**config.mk**
```make
export PLATFORM = sky130hd
export DESIGN_NAME = tgfm_queue
export DESIGN_NICKNAME = d
export VERILOG_FILES = /design/src/rtl/core/tgfm_pkg.sv /design/src/rtl/core/tgfm_queue.sv
export SDC_FILE = /design/constraint.sdc
export NUM_CORES = 1
export LEC_CHECK = 0
export ABC_AREA = 1
export BUFFER_PORTS_ARGS = -buffer_cell sky130_fd_sc_hd__buf_2
export CORE_MARGIN = 4
export CORE_UTILIZATION = 25
export CTS_BUF_LIST = sky130_fd_sc_hd__clkbuf_8
export DETAILED_ROUTE_END_ITERATION = 6
export SYNTH_ARGS = -nofsm -noshare
export SYNTH_HDL_FRONTEND = slang
export SYNTH_SLANG_ARGS = --single-unit
```
**constraint.sdc**
```tcl
create_clock -name clk -period 3.95 [get_ports clk]
set_input_delay 0.1975 -clock clk [delete_from_list [all_inputs] [get_ports clk]]
set_output_delay 0.1975 -clock clk [all_outputs]
set_load 0.05 [all_outputs]
```
**src/rtl/core/tgfm_pkg.sv**
```systemverilog
// ----------------------------------------------------------------------------
// Tenengrad focus measure package
// Shared types and constants for the focus measure block.
// ----------------------------------------------------------------------------
package tgfm_pkg;

  localparam int MAX_WIDTH_DEF     = 4096;
  localparam int FRACTION_BITS_DEF = 4;
  localparam int HEIGHT_LIMIT      = 4096;
  localparam int SUM_W             = 39;
  localparam int MEAN_W            = 15;
  localparam int CNT_W             = 24;
  localparam int CFG_W             = 13;
  localparam logic [CFG_W-1:0] WIDTH_RESET  = 13'd640;
  localparam logic [CFG_W-1:0] HEIGHT_RESET = 13'd480;
  localparam logic REG_WIDTH  = 1'b0;
  localparam logic REG_HEIGHT = 1'b1;

  typedef struct packed {
    logic [7:0] pixel;
    logic       start_of_frame;
  } in_beat_t;

  typedef struct packed {
    logic [MEAN_W-1:0] mean_sharpness;
    logic [SUM_W-1:0]  sum_sharpness;
    logic [CNT_W-1:0]  interior_count;
  } out_beat_t;

  // Work item handed from the front end to the back end.
  typedef struct packed {
    logic              has_mag;
    logic [11:0]       gx_abs;
    logic [11:0]       gy_abs;
    logic              clear;
    logic              emit;
    logic [CNT_W-1:0]  count;
  } work_t;

endpackage

```
**src/rtl/core/tgfm_queue.sv**
```systemverilog
// ----------------------------------------------------------------------------
// Tenengrad work queue
// Small FIFO that separates the front end from the back end.
// ----------------------------------------------------------------------------
module tgfm_queue import tgfm_pkg::*; #(
  parameter int DEPTH = 8
) (
  input  logic  clk,
  input  logic  rst_n,
  input  logic  wr,
  input  work_t wdata,
  input  logic  rd,
  output logic  nonempty,
  output logic  almost_full,
  output work_t rdata
);
  localparam int AW = $clog2(DEPTH);
  work_t mem [DEPTH];
  logic [AW-1:0] wp_r, rp_r;
  logic [AW:0]   cnt_r;

  always_ff @(posedge clk) begin
    if (!rst_n) begin
      wp_r <= '0;
      rp_r <= '0;
      cnt_r <= '0;
    end else begin
      if (wr) wp_r <= wp_r + AW'(1);
      if (rd) rp_r <= rp_r + AW'(1);
      cnt_r <= cnt_r + (AW+1)'(wr) - (AW+1)'(rd);
    end
    if (wr) mem[wp_r] <= wdata;
  end

  assign rdata       = mem[rp_r];
  assign nonempty    = cnt_r != '0;
  assign almost_full = cnt_r >= (AW+1)'(DEPTH - 4);
endmodule

```
==> summary.md <==
| Metric | Value |
|---|---|
| Sw Share | `0.283` |
| Hold path cells | `2` |
| Via count | `between 10000 and 15000` |
| Port Buffers | `approximately 110` |
| GR Util met1 | `0.142` |
| Drt total wl | `43.1 mm` |
| CTS max path bufs | `3` |
| Nets | `2083` |
| CP max FO | `95` |
| Clk root buf | `clkbuf_8` |
| Synth Warn # | `0` |
| WP data required | `roughly 3800 ps` |
| Synth Register Bits | `approximately 420` |
| Routed length per placed instance | `14.2 um` |
| Drt drc | `0` |
| Fin worst setup slack | `about 1100 ps` |
| CP bufs+invs | `3` |
| DR pass1 iterations | `4` |
| Synth Cell Area | `approximately 18000 um^2` |
| First-pass GRT wire length | `roughly 66 mm` |
| Worst slack, placed | `between 1500 and 2000 ps` |
| Vias per cell | `3.90` |
| Max-Cap Viols | `0` |
| Core area | `approximately 73000 um^2` |
| Crit path max-delay family | `buffers and inverters` |
| Final hold vios | `0` |
| Post-Syn Instances | `around 1800` |
| CTS resizes | `0` |
| Slew Limit Fails | `0` |
| PD cells | `464 nW/um^2` |
| Final period demand of the worst path | `approximately 2800 ps` |
| Clk_lat worst skew | `roughly 650 ps` |
| Post-synthesis sequential area ratio | `0.679` |
| GR Util met3 | `0.0235` |
| Die width | `~280 um` |
| Initial Util | `0.252` |
| Syn Area/Cell | `between 10 and 15 um^2` |
| H-tree Lvls | `3` |
| CP max stage delay | `510 ps` |
| Setup violators final | `0` |
| Status | `finished clean` |
| Die ar. | `roughly 78000 um^2` |
| RSZ-0062 raised after global routing | `false` |
| Tcrit/Tclk final | `0.711` |
| CTS tree | `done` |
| Sequential Power Share | `0.498` |
| Io pins | `108` |
| Syn_nets | `around 1900` |
| Detailed router's first-iteration violation count | `614` |
| Cell repeated most along the worst path | `nand2_1` |
| Slowest CP cell | `inv_6` |
| Tightest Pin Transition | `slightly above 1000 ps` |
| Grt ovf | `0` |
| Vias in the first global route | `11400` |
| Most Crowded Layer GR | `met2` |
| Number of nets still failing antenna checks after routing | `0` |
| Setup slack, reg-to-reg | `around 1700 ps` |
| HP Class | `input port to register` |
| GP Congestion | `0.689` |
| Worst setup EP type | `output pin` |
| Part of the power in combinational logic | `0.147` |
| Max_slew headroom | `0.330` |
| Sinks on Clock Net | `between 400 and 500` |
| Netlist cell types | `20` |
| Peak Freq | `approximately 0.36 GHz` |
| CP arrival | `approximately 2600 ps` |
| Clk pwr share | `0.355` |
| # rows | `just under 100` |
| Gr usage total | `0.110` |
| Reg2Reg Depth | `3` |
| Psw | `about 2.9 mW` |
| Worst Hold Endpoint | `mem[0][5]` |
| Beginning of the worst hold path | `wdata[5]` |
| Clock skew | `around 19 ps` |
| CTS Buf Count | `70` |
| Static Leakage | `between 9 and 10 nW` |
| Crit path depth | `8` |
| VDD IR-drop max | `between 0.15 and 0.2 mV` |
| Clk slew on worst S/H paths | `70 ps` |
| Pint | `7.27 mW` |
| Share of layout cells above drive strength 1 | `0.112` |
| Post-detail-place hpwl | `22.5 mm` |
| Area Growth Syn to Fin | `18.5%` |
| RR Endpoint | `mem[4][26]` |
| Pin count of the biggest net entering global routing | `roughly 200` |
| Setup TNS | `0 ps` |
| Met2 usage | `0.181` |
| Worst reg2reg startpoint | `wp_r[0]` |
| Initial antenna violation count | `7` |
| Worst path cell trace | `inv_6 > buf_4 > nand2_1 > nand3_1 > nand2_1 > nand2_1 > nand2_1 > buf_2` |
| Startpoint types | `register` |
| Height of the die | `~280 um` |
| Critical path type | `register to output pin` |
| Filler Cell Count | `between 7000 and 8000` |
==> cell type report <==
| cell class | instances | area [um^2] | share of cell area |
|---|---|---|---|
| Clock buffer | 74 | 1020 | 0.0466 |
| Clock inverter | 50 | 273 | 0.0125 |
| Multi-Input combinational cell | 918 | 3870 | 0.177 |
| Sequential cell | 421 | 12500 | 0.573 |
| Antenna cell | 4 | 10.0 | 0.000458 |
| Inverter | 426 | 1610 | 0.0736 |
| Tap cell | 959 | 1200 | 0.0549 |
| Timing Repair Buffer | 183 | 1340 | 0.0615 |
==> registers in the layout (all words and copies together) (netlist names), named ones only <==
signal,count
cnt_r,4
mem,408
rp_r,3
wp_r,3
==> power by group through the flow <==
stage               combinational [mW]  clock, mW  sequential, mW
finish                            1.50       3.60            5.05
global route                      1.66       3.93            5.05
CTS                               1.53       3.73            5.05
detailed placement                1.47          0            5.14
global placement                  1.46          0            5.14
floorplan                         1.07          0            5.14
==> logic make-up after synthesis <==
group,Yosys count,synth area share
compound gates,9,0.00244
xor+xnor,2,0.000950
fa+ha+maj,8,0.00584
buf+inv,504,0.115
flops,421,0.679
simple gates,899,0.197
==> how the worst max path moves through the flow <==
stage / startpoint / to / slack [ps]
finish: register / rdata[44] / 1140
global route: register / rdata[44] / 890
CTS: register / rdata[0] / 1010
detailed placement: wr / mem[4][28] / 1570
global placement: wr / mem[4][26] / 1590
floorplan: wp_r[0] / mem[0][0] / 690
==> cell usage after synthesis <==
cell type    n  area share
inv_4        1     0.00034
or2_2        2     0.00068
fa_1         1      0.0011
nor2_1      15      0.0031
nand2_1    675        0.14
buf_4        8      0.0033
nand3_1    207       0.056
clkbuf_1    13      0.0026
buf_2       37       0.010
xnor2_1      1     0.00048
ha_1         7      0.0048
a21oi_1      6      0.0016
buf_1        1     0.00020
o21ai_0      3     0.00081
inv_1      424       0.086
clkinv_1     1     0.00020
dfxtp_1     13       0.014
buf_6       19       0.012
edfxtp_1   408        0.66
xor2_1       1     0.00048
==> cell usage in the layout, fill, tap and decap left out <==
master / n
inv_4: 1
a21oi_1: 6
or2_2: 2
diode_2: 4
dlygate4sd3_1: 55
inv_1: 441
buf_2: 107
inv_6: 2
dfxtp_2: 1
fa_1: 1
inv_2: 1
clkbuf_8: 74
xnor2_1: 1
edfxtp_1: 408
buf_4: 13
nand2_1: 675
dfxtp_1: 10
clkinv_1: 17
o21ai_0: 3
nor2_1: 7
dfxtp_4: 2
bufinv_16: 2
clkinvlp_4: 5
nor2_4: 8
clkinv_2: 7
nand3_1: 207
ha_1: 7
buf_12: 8
xor2_1: 1
==> per-stage QoR <==
step	hold slack [ps]	cells	power, mW	area (um^2)	utilization
finish	356	3035	10.1	21800	0.299
global route	328	3033	10.6	21800	0.299
CTS	295	3031	10.3	21800	0.299
detailed placement	469	2852	6.61	20000	0.274
global placement	465	2852	6.60	20000	0.274
floorplan	291	1843	6.21	18400	-
==> routing by layer <==
metal / part of all wire / vias up
met5: 0.0010 / -
met3: 0.046 / 72
li1: - / 6079
met1: 0.46 / 5494
met4: 0.021 / 6
met2: 0.47 / 186
==> what timing repair did <==
action,in CTS,in global routing
buffers inserted,0,0
hold buffers,55,0
hold endpoints to repair,421,0
Power figures use the tool's default switching activity.
